--- src/rtl/core/dat_pkg.sv ---
package dat_pkg;

  localparam int MAC_W    = 48;
  localparam int IP_W     = 32;
  localparam int HANDLE_W = 8;
  localparam int KIND_W   = 2;
  localparam int STATUS_W = 3;
  localparam int SLOT_W   = 4;

  localparam logic [KIND_W-1:0] KIND_REGISTER = 2'd0;
  localparam logic [KIND_W-1:0] KIND_FIND_IP  = 2'd1;
  localparam logic [KIND_W-1:0] KIND_FIND_MAC = 2'd2;

  localparam logic [STATUS_W-1:0] ST_OK        = 3'd0;
  localparam logic [STATUS_W-1:0] ST_INVALID   = 3'd1;
  localparam logic [STATUS_W-1:0] ST_EXISTS    = 3'd2;
  localparam logic [STATUS_W-1:0] ST_FULL      = 3'd3;
  localparam logic [STATUS_W-1:0] ST_NOT_FOUND = 3'd4;

  typedef struct packed {
    logic [MAC_W-1:0]    mac;
    logic [IP_W-1:0]     ip;
    logic [HANDLE_W-1:0] handle;
  } entry_t;

  typedef struct packed {
    logic [STATUS_W-1:0] status;
    logic [HANDLE_W-1:0] found_handle;
    logic [SLOT_W-1:0]   slot;
    logic                multiple;
  } result_t;

endpackage

--- src/rtl/core/dat_entry_mem.sv ---
module dat_entry_mem #(
  parameter int DEPTH = 16
) (
  input  logic                     clk,
  input  logic                     wr_en,
  input  logic [$clog2(DEPTH)-1:0] wr_addr,
  input  dat_pkg::entry_t          wr_data,
  input  logic                     rd_en,
  input  logic [$clog2(DEPTH)-1:0] rd_addr,
  output dat_pkg::entry_t          rd_data
);
  import dat_pkg::*;

  entry_t mem [DEPTH];

  always_ff @(posedge clk) begin
    if (wr_en) begin
      mem[wr_addr] <= wr_data;
    end
  end

  always_ff @(posedge clk) begin
    if (rd_en) begin
      rd_data <= mem[rd_addr];
    end
  end

endmodule

--- src/rtl/core/dat_ctrl.sv ---
module dat_ctrl #(
  parameter int TABLE_ENTRIES = 16
) (
  input  logic                         clk,
  input  logic                         rst,
  input  logic [dat_pkg::IP_W-1:0]     default_ip,
  input  logic                         in_valid,
  output logic                         in_stall,
  input  logic [dat_pkg::KIND_W-1:0]   kind,
  input  logic [dat_pkg::MAC_W-1:0]    mac,
  input  logic [dat_pkg::IP_W-1:0]     ip,
  input  logic [dat_pkg::HANDLE_W-1:0] handle,
  output logic                         res_valid,
  input  logic                         res_ready,
  output dat_pkg::result_t             res
);
  import dat_pkg::*;

  localparam int IDX_W = $clog2(TABLE_ENTRIES);
  localparam logic [IDX_W-1:0] LAST_IDX = IDX_W'(TABLE_ENTRIES - 1);

  localparam logic [1:0] S_IDLE = 2'd0;
  localparam logic [1:0] S_SCAN = 2'd1;
  localparam logic [1:0] S_TAIL = 2'd2;
  localparam logic [1:0] S_DONE = 2'd3;

  logic [1:0] state;

  logic [KIND_W-1:0]   req_kind;
  logic [MAC_W-1:0]    req_mac;
  logic [IP_W-1:0]     req_ip;
  logic [HANDLE_W-1:0] req_handle;
  logic                req_bad;

  logic [IDX_W-1:0] rd_idx;
  logic [IDX_W-1:0] cmp_idx;
  logic             cmp_valid;

  logic                hit_any;
  logic                hit_multi;
  logic [IDX_W-1:0]    hit_idx;
  logic [HANDLE_W-1:0] hit_handle;

  logic used [TABLE_ENTRIES];

  logic             rd_en;
  entry_t           rd_data;
  logic             wr_en;
  entry_t           wr_data;
  logic             free_any;
  logic [IDX_W-1:0] free_idx;
  logic             match;
  logic             accept;
  logic             take;

  function automatic logic [SLOT_W-1:0] to_slot(input logic [IDX_W-1:0] idx);
    logic [IDX_W+SLOT_W-1:0] ext;
    ext = {{SLOT_W{1'b0}}, idx};
    return ext[SLOT_W-1:0];
  endfunction

  assign in_stall  = (state != S_IDLE);
  assign accept    = in_valid && !in_stall;
  assign rd_en     = (state == S_SCAN);
  assign res_valid = (state == S_DONE);
  assign take      = res_valid && res_ready;

  dat_entry_mem #(.DEPTH(TABLE_ENTRIES)) u_mem (
    .clk     (clk),
    .wr_en   (wr_en),
    .wr_addr (free_idx),
    .wr_data (wr_data),
    .rd_en   (rd_en),
    .rd_addr (rd_idx),
    .rd_data (rd_data)
  );

  // lowest free slot
  always_comb begin
    free_any = 1'b0;
    free_idx = '0;
    for (int k = TABLE_ENTRIES - 1; k >= 0; k--) begin
      if (!used[k]) begin
        free_any = 1'b1;
        free_idx = IDX_W'(k);
      end
    end
  end

  always_comb begin
    if (req_kind == KIND_FIND_IP) begin
      match = used[cmp_idx] && (rd_data.ip == req_ip);
    end else begin
      match = used[cmp_idx] && (rd_data.mac == req_mac);
    end
  end

  always_comb begin
    res = '{status: ST_INVALID, found_handle: '0, slot: '0, multiple: 1'b0};
    if (!req_bad) begin
      if (req_kind == KIND_REGISTER) begin
        if (hit_any) begin
          res.status = ST_EXISTS;
        end else if (!free_any) begin
          res.status = ST_FULL;
        end else begin
          res.status = ST_OK;
          res.slot   = to_slot(free_idx);
        end
      end else if (hit_any) begin
        res.status       = ST_OK;
        res.found_handle = hit_handle;
        res.slot         = to_slot(hit_idx);
        res.multiple     = hit_multi;
      end else begin
        res.status = ST_NOT_FOUND;
      end
    end
  end

  assign wr_en = take && !req_bad && (req_kind == KIND_REGISTER) && !hit_any && free_any;
  assign wr_data = '{mac: req_mac, ip: default_ip, handle: req_handle};

  always_ff @(posedge clk) begin
    if (rst) begin
      state     <= S_IDLE;
      cmp_valid <= 1'b0;
      for (int k = 0; k < TABLE_ENTRIES; k++) begin
        used[k] <= 1'b0;
      end
    end else begin
      cmp_valid <= rd_en;
      if (wr_en) begin
        used[free_idx] <= 1'b1;
      end
      unique case (state)
        S_IDLE: begin
          if (accept) begin
            state <= (kind == KIND_FIND_IP || kind == KIND_FIND_MAC ||
                      (kind == KIND_REGISTER && default_ip != '0 && ip == '0))
                     ? S_SCAN : S_DONE;
          end
        end
        S_SCAN: begin
          if (rd_idx == LAST_IDX) begin
            state <= S_TAIL;
          end
        end
        S_TAIL: begin
          state <= S_DONE;
        end
        S_DONE: begin
          if (take) begin
            state <= S_IDLE;
          end
        end
        default: state <= S_IDLE;
      endcase
    end
  end

  always_ff @(posedge clk) begin
    if (accept) begin
      req_kind   <= kind;
      req_mac    <= mac;
      req_ip     <= ip;
      req_handle <= handle;
      req_bad    <= !(kind == KIND_FIND_IP || kind == KIND_FIND_MAC ||
                      (kind == KIND_REGISTER && default_ip != '0 && ip == '0));
      rd_idx     <= '0;
      hit_any    <= 1'b0;
      hit_multi  <= 1'b0;
      hit_idx    <= '0;
      hit_handle <= '0;
    end else begin
      if (rd_en) begin
        rd_idx <= rd_idx + 1'b1;
      end
      cmp_idx <= rd_idx;
      if (cmp_valid && match) begin
        hit_any <= 1'b1;
        if (req_kind == KIND_FIND_IP) begin
          hit_multi  <= hit_any;
          hit_idx    <= cmp_idx;
          hit_handle <= rd_data.handle;
        end else if (!hit_any) begin
          hit_idx    <= cmp_idx;
          hit_handle <= rd_data.handle;
        end
      end
    end
  end

endmodule

--- src/rtl/core/device_address_table_core.sv ---
// Each lookup or well-formed register request scans every table entry before its
// result is given; a malformed request goes straight to its result.
// One request is taken at a time; the scan reads one table entry per cycle
// through the single read port of the entry memory.
// Reset: rst is synchronous; it clears all used bits, default_ip and out_valid.
module device_address_table_core #(
  parameter int TABLE_ENTRIES = 16
) (
  input  logic                             clk,
  input  logic                             rst,
  input  logic                             cfg_valid,
  output logic                             cfg_ready,
  input  logic [dat_pkg::IP_W-1:0]         cfg_data,
  input  logic                             in_valid,
  output logic                             in_stall,
  input  logic [dat_pkg::KIND_W-1:0]       kind,
  input  logic [dat_pkg::MAC_W-1:0]        mac,
  input  logic [dat_pkg::IP_W-1:0]         ip,
  input  logic [dat_pkg::HANDLE_W-1:0]     handle,
  output logic                             out_valid,
  input  logic                             out_stall,
  output logic [dat_pkg::STATUS_W-1:0]     status,
  output logic [dat_pkg::HANDLE_W-1:0]     found_handle,
  output logic [dat_pkg::SLOT_W-1:0]       slot,
  output logic                             multiple
);
  import dat_pkg::*;

  logic [IP_W-1:0] default_ip;
  logic            res_valid;
  logic            res_ready;
  result_t         res;

  assign cfg_ready = 1'b1;
  assign res_ready = !out_valid || !out_stall;

  always_ff @(posedge clk) begin
    if (rst) begin
      default_ip <= '0;
    end else if (cfg_valid && cfg_ready) begin
      default_ip <= cfg_data;
    end
  end

  dat_ctrl #(.TABLE_ENTRIES(TABLE_ENTRIES)) u_ctrl (
    .clk        (clk),
    .rst        (rst),
    .default_ip (default_ip),
    .in_valid   (in_valid),
    .in_stall   (in_stall),
    .kind       (kind),
    .mac        (mac),
    .ip         (ip),
    .handle     (handle),
    .res_valid  (res_valid),
    .res_ready  (res_ready),
    .res        (res)
  );

  always_ff @(posedge clk) begin
    if (rst) begin
      out_valid <= 1'b0;
    end else if (res_ready) begin
      out_valid <= res_valid;
    end
  end

  always_ff @(posedge clk) begin
    if (res_valid && res_ready) begin
      status       <= res.status;
      found_handle <= res.found_handle;
      slot         <= res.slot;
      multiple     <= res.multiple;
    end
  end

endmodule

--- config.mk ---
export PLATFORM = sky130hd
export DESIGN_NAME = device_address_table_core
export DESIGN_NICKNAME = d
export VERILOG_FILES = /design/src/rtl/core/dat_pkg.sv /design/src/rtl/core/dat_entry_mem.sv /design/src/rtl/core/dat_ctrl.sv /design/src/rtl/core/device_address_table_core.sv
export SDC_FILE = /design/constraint.sdc
export NUM_CORES = 2
export LEC_CHECK = 0
export ABC_AREA = 1
export BUFFER_PORTS_ARGS = -buffer_cell sky130_fd_sc_hd__buf_2
export CORE_UTILIZATION = 55
export DETAILED_ROUTE_END_ITERATION = 6
export PLACE_DENSITY_LB_ADDON = 0.1
export SYNTH_ARGS = -nofsm -noshare
export SYNTH_HDL_FRONTEND = slang
export SYNTH_HIERARCHICAL = 1
export SYNTH_SLANG_ARGS = --single-unit
--- constraint.sdc ---
create_clock -name clk -period 14.13 [get_ports clk]
set_clock_uncertainty 0.1 [all_clocks]
set_input_delay 1.413 -clock clk [delete_from_list [all_inputs] [get_ports clk]]
set_output_delay 1.413 -clock clk [all_outputs]
set_load 0.005 [all_outputs]
# After elaboration in Yosys (flattened, before gate mapping)
# Memory sizes are Yosys's and may differ from the RTL's. A register that Yosys moved wholly into a read port is not among the register bits.
# Cells that the tools add are included.
[totals] regBits=165 ram_bits=1424 output_inout_bits=19 elab_cells=127 mem_count=2
[memory_table] memory="u_ctrl.u_mem.mem" words=16 width=88 read_ports=1 rd_clocked_by_memory_dff=1 wr=1 line_no="dat_entry_mem.sv:14" source="entry_t mem [DEPTH];"
[memory_table] memory="u_ctrl.used" words=16 width=1 read_ports=17 rd_clocked_by_memory_dff=1 wr=16 line_no="dat_ctrl.sv:44" source="logic used [TABLE_ENTRIES];"
[op_classes] add_sub_neg=1 eq_ne=13 mux=60 bitwise=1 n_reduce_logical=31
[op_table] cell="4-bit 2-to-1 mux" count=23
[op_table] cell="48-bit equality test" count=1
[op_table] cell="32-bit equality test" count=1
[op_table] cell="32-bit logical NOT" count=1
[op_table] cell="32-bit nonzero test" count=1
[op_table] cell="1-bit 2-to-1 mux" count=25
[op_table] cell="8-bit 2-to-1 mux" count=2
[op_table] cell="1-bit logical AND" count=11
[op_table] cell="2-bit 2-to-1 mux" count=5
[op_table] cell="3-bit 2-to-1 mux" count=3
[op_table] cell="2-bit case mux with 4 select lines" count=1
[op_table] cell="2-bit by 1-bit equality test with 1-bit output, second input constant" count=3
[op_table] cell="2-bit equality test, second input constant" count=3
[op_table] cell="1-bit logical NOT" count=6
[op_table] cell="2-bit logical NOT" count=3
[op_table] cell="5-bit 2-to-1 mux" count=1
[op_table] cell="4-bit by 1-bit adder with 4-bit output, second input constant" count=1
[op_table] cell="4-bit equality test, second input constant" count=1
[op_table] cell="2-bit by 1-bit inequality test with 1-bit output, second input constant" count=2
[op_table] cell="2-bit inequality test, second input constant" count=2
[op_table] cell="2-bit AND reduction" count=2
[op_table] cell="1-bit logical OR" count=3
[op_table] cell="3-bit AND reduction" count=1
[op_table] cell="3-bit OR reduction" count=1
[op_table] cell="3 further kinds" count=3

# Depth between registers and ports, before layout
# An unclocked memory read counts as a cell.
[logic_depth] depth_word=23 mapped_depth=18

# Cells and area by module
# Netlist, hierarchy kept.
[modules_own_cells] module="dat_entry_mem" instances=1 cells_per_inst=5778 area_per_inst_um2=62585.0 seq_area_each_um2=44923.1
[modules_own_cells] module="dat_ctrl" instances=1 cells_per_inst=639 area_per_inst_um2=6358.6 seq_area_each_um2=3673.5
[modules_own_cells] module="device_address_table_core" instances=1 cells_per_inst=226 area_per_inst_um2=1868.0 seq_area_each_um2=1141.1

# Worst setup path after synthesis
# No wires, ideal clock.
[synth_timing] path_kind="input -> register" startpoint="input port out_stall" endpoint="memory u_ctrl/u_mem/mem[12][0] in the netlist's numbering (enable)" t_arrival_ns=5.684 slack_ns=7.810 cell_stages=5 path_cell_list="nand2_1 nand2_1 nor3_2 nand3_1 nor2_1"
[synth_between] elab_chain_cells=9
[synth_rtl] item="from (decl)" line_no="device_address_table_core.sv:21" source="input logic out_stall,"
[synth_rtl] item="1-bit logical NOT" line_no="device_address_table_core.sv:35" source="assign res_ready = !out_valid || !out_stall;"
[synth_rtl] item="1-bit logical OR" line_no="device_address_table_core.sv:35"
[synth_rtl] item="1-bit logical AND" line_no="dat_ctrl.sv:66" source="assign take = res_valid && res_ready;"
[synth_rtl] item="1-bit logical AND (4 in series)" line_no="dat_ctrl.sv:121" source="assign wr_en = take && !req_bad && (req_kind == KIND_REGISTER) && !hit_any && free_any;"
[synth_rtl] item="net u_ctrl.wr_en" line_no="dat_ctrl.sv:48" source="logic wr_en;"
[synth_rtl] item="1-bit 2-to-1 mux" line_no="dat_entry_mem.sv:17" source="if (wr_en) begin"
[synth_rtl] item="1-bit 2-to-1 mux (implied by the code)" line_no="dat_entry_mem.sv:18" source="mem[wr_addr] <= wr_data;"
[synth_rtl] item="to (decl)" line_no="dat_entry_mem.sv:14"
# The timed path passes the listed nets, and every way through them passes these cells.

==> impl_metrics.json <==
{
  "ctsLongestPathBuffers": 3,
  "cp.required_ns": 14.57,
  "dp.final_hpwl_um": 88400,
  "critPathCaptureType": "flip-flop",
  "edff_count_synth": 1607,
  "report.final.hold_viol_count": 0,
  "cts.root.buffer_cell": "sky130_fd_sc_hd__clkbuf_16",
  "rows": 131,
  "height_of_the_chip_um": 361,
  "initial_core_utilization_pct": 55.5,
  "ir_worst_vdd_mv": 0.149,
  "drtAntennaViolNets": 0,
  "min-delay-path-class": "flip-flop to flip-flop",
  "final_min_period_over_clock_period_pct": 32.9,
  "cts_buffers": 175,
  "ios": 146,
  "synth_cells": 6643,
  "post_drt_wl_per_cell_um": 20.0,
  "postCtsSetupRepairBufs": 0,
  "vias_per_cell": 5.36,
  "fillerInstances": 10000,
  "cp.arrival_ns": 5.10,
  "global_route.usage.total_pct": 26.2,
  "place.port_buffers": 144,
  "fmaxAchievable_mhz": 215,
  "yosysSeqAreaShare_pct": 70.2,
  "setup-tns-final_ns": 0,
  "grt_setup_unrepaired": "no",
  "routed-via-count": 45600,
  "synth_nets": 6777,
  "global_route_wire_length_before_repair_um": 259000,
  "ys.flop_type": "sky130_fd_sc_hd__edfxtp_1",
  "dieArea_mm2": 0.130,
  "maximum_number_of_pins_on_one_net_before_global_route_repair": 209,
  "syn-mean-instance-area_um2": 10.7,
  "globalRoute.totalOverflow": 0,
  "post-layout-total-power_mw": 13.4,
  "drt_pass1_iterations": 6,
  "mostFrequentLayoutCell": "sky130_fd_sc_hd__nand2_1",
  "timing.setup.critical_path_class": "flip-flop to flip-flop",
  "clock_pin_slew_of_the_registers_on_the_worst_case_setup_and_hold_paths_ns": 0.06,
  "nets": 6845,
  "critical_path_peak_fanout": 160,
  "final-max-slew-violation-count": 0,
  "first_global_vias": 43700,
  "cts_repair_resize_count": 0,
  "outcome": "finished, final reports clean",
  "fp.dieW_um": 361,
  "synthesis.yosys.warnings": 6,
  "drc_violation_count_after_routing": 0,
  "timing.final.crit_period_ns": 4.66,
  "antenna_cells_inserted": 0,
  "cap_violations": 0,
  "most-common-layout-cells": "2049 x sky130_fd_sc_hd__nand2_1, 1607 x sky130_fd_sc_hd__edfxtp_1, 1144 x sky130_fd_sc_hd__inv_1, 1104 x sky130_fd_sc_hd__nand3_1, 181 x sky130_fd_sc_hd__clkbuf_16",
  "synth_area_mm2": 0.0708,
  "postSynth.asyncResetShare_pct": 0,
  "slew-limit-headroom_pct": 18.0,
  "routabilityCongestion": 0.851,
  "power_density_mw_per_mm2": 172,
  "startpoint_type": "flip-flop",
  "p_leak_nw": 32.5,
  "core_area_mm2": 0.128,
  "htree_num_levels": 4,
  "grt_antenna_before_repair": 1,
  "cts_tree": "built",
  "areaGrowthSynthToFinish_pct": 10.4,
  "synth_cell_type_count": 42,
  "worst_pin_slew_ns": 1.23,
  "drt-initial-drc-count": 4215,
  "proportion_of_layout_cells_with_a_drive_suffix_above_1_pct": 7.15,
  "drt_wl_total_um": 171000,
  "numClockSinks": 1681,
  "insertion_delay_ns": 0.80,
  "report.final.setup_viol": 0,
  "synth_seq_cells": 1681,
  "cts_hold_repair.buffers": 0
}
## kinds of logic after synthesis
group | share of synthesized area [%]
and+or+nand+nor | 19.9
buffers and inverters | 8.27
adders and majority gates | 0.124
DFF | 70.2
xor gates and xnor gates | 0.841
other | 0.00530
AOI/OAI and AO/OA | 0.571
## critical path, cell delays in order (launching register included)
cell and delay, ns:
sky130_fd_sc_hd__dfxtp_4 0.66, sky130_fd_sc_hd__inv_8 0.87, sky130_fd_sc_hd__buf_4 0.95, sky130_fd_sc_hd__buf_4 0.96, sky130_fd_sc_hd__nand2_1 0.12, sky130_fd_sc_hd__nand3_1 0.12, sky130_fd_sc_hd__nand3_1 0.18, sky130_fd_sc_hd__nand3_1 0.16
sky130_fd_sc_hd__nand2_1 0.06
## report_power, final
group	leakage [nW]	switching, mW	internal (mW)
clock network	2.65	1.85	2.51
registers	15.4	0.352	5.91
logic	14.5	2.01	0.817
## Yosys cell counts, types with 12 or more instances
master,n,area share [%]
sky130_fd_sc_hd__buf_1,43,0.23
sky130_fd_sc_hd__nor4_1,14,0.12
sky130_fd_sc_hd__o21ai_0,19,0.13
sky130_fd_sc_hd__xnor2_1,52,0.64
sky130_fd_sc_hd__inv_1,1145,6.1
sky130_fd_sc_hd__nand2_1,2049,11
sky130_fd_sc_hd__dfxtp_1,74,2.1
sky130_fd_sc_hd__nor3_1,16,0.11
sky130_fd_sc_hd__nand3_1,1104,7.8
sky130_fd_sc_hd__edfxtp_1,1607,68
sky130_fd_sc_hd__clkbuf_1,62,0.33
sky130_fd_sc_hd__xor2_1,16,0.20
sky130_fd_sc_hd__nor2_1,145,0.77
sky130_fd_sc_hd__a21oi_1,14,0.099
sky130_fd_sc_hd__buf_2,192,1.4
sky130_fd_sc_hd__o2111ai_1,12,0.15
## through the flow
stage / cell area [um2] / worst slack (ns) / util, % / hold slack (ns) / cells
after detailed placement: 72800 / 8.92 / 57.0 / 0.372 / 8196
after global routing: 78200 / 9.22 / 61.2 / 0.412 / 8512
after global placement: 72800 / 8.97 / 57.0 / 0.372 / 8196
final: 78200 / 9.47 / 61.2 / 0.382 / 8512
after floorplan: 70800 / 7.81 / - / 0.354 / 6643
after CTS: 78200 / 9.51 / 61.2 / 0.383 / 8512
## registers in the layout (all words and copies together) (netlist names), 8 cells and up, named ones only
signal                flops
u_ctrl/u_mem/rd_data     88
u_ctrl/req_mac           48
u_ctrl/req_handle         8
u_ctrl/req_ip            32
found_handle              8
default_ip               32
u_ctrl/u_mem/mem       1408
u_ctrl/hit_handle         8
u_ctrl/used              16
## routing by layer
| metal | global-route usage (%) | wire length [um] |
|---|---|---|
| met1 | 34.8 | 71400 |
| met2 | 43.9 | 82800 |
| met3 | 3.84 | 11000 |
| met4 | 9.90 | 5410 |
| met5 | 0 | 0 |
## worst paths after layout
| kind | startpoint | end | slack, ns | depth (start not counted) |
|---|---|---|---|---|
| min reg2reg | u_ctrl/used[4] | u_ctrl/used[4] | 0.38 | 2 |
| max reg2reg | u_ctrl/rd_idx[0] | u_ctrl/u_mem/rd_data[86] | 9.47 | 8 |
| min | u_ctrl/used[4] | u_ctrl/used[4] | 0.38 | 2 |
| max | u_ctrl/rd_idx[0] | u_ctrl/u_mem/rd_data[86] | 9.47 | 8 |
## layout make-up
cell class	instances	area, um2	area share [%]
clock inverter	85	619	0.792
multi-input combinational	3493	15300	19.6
inverter	1154	4360	5.58
sequential	1681	49800	63.6
timing repair buffer	206	1270	1.63
tap	1662	2080	2.66
clock buffer	231	4770	6.10
(Power assumes the default switching activity.)
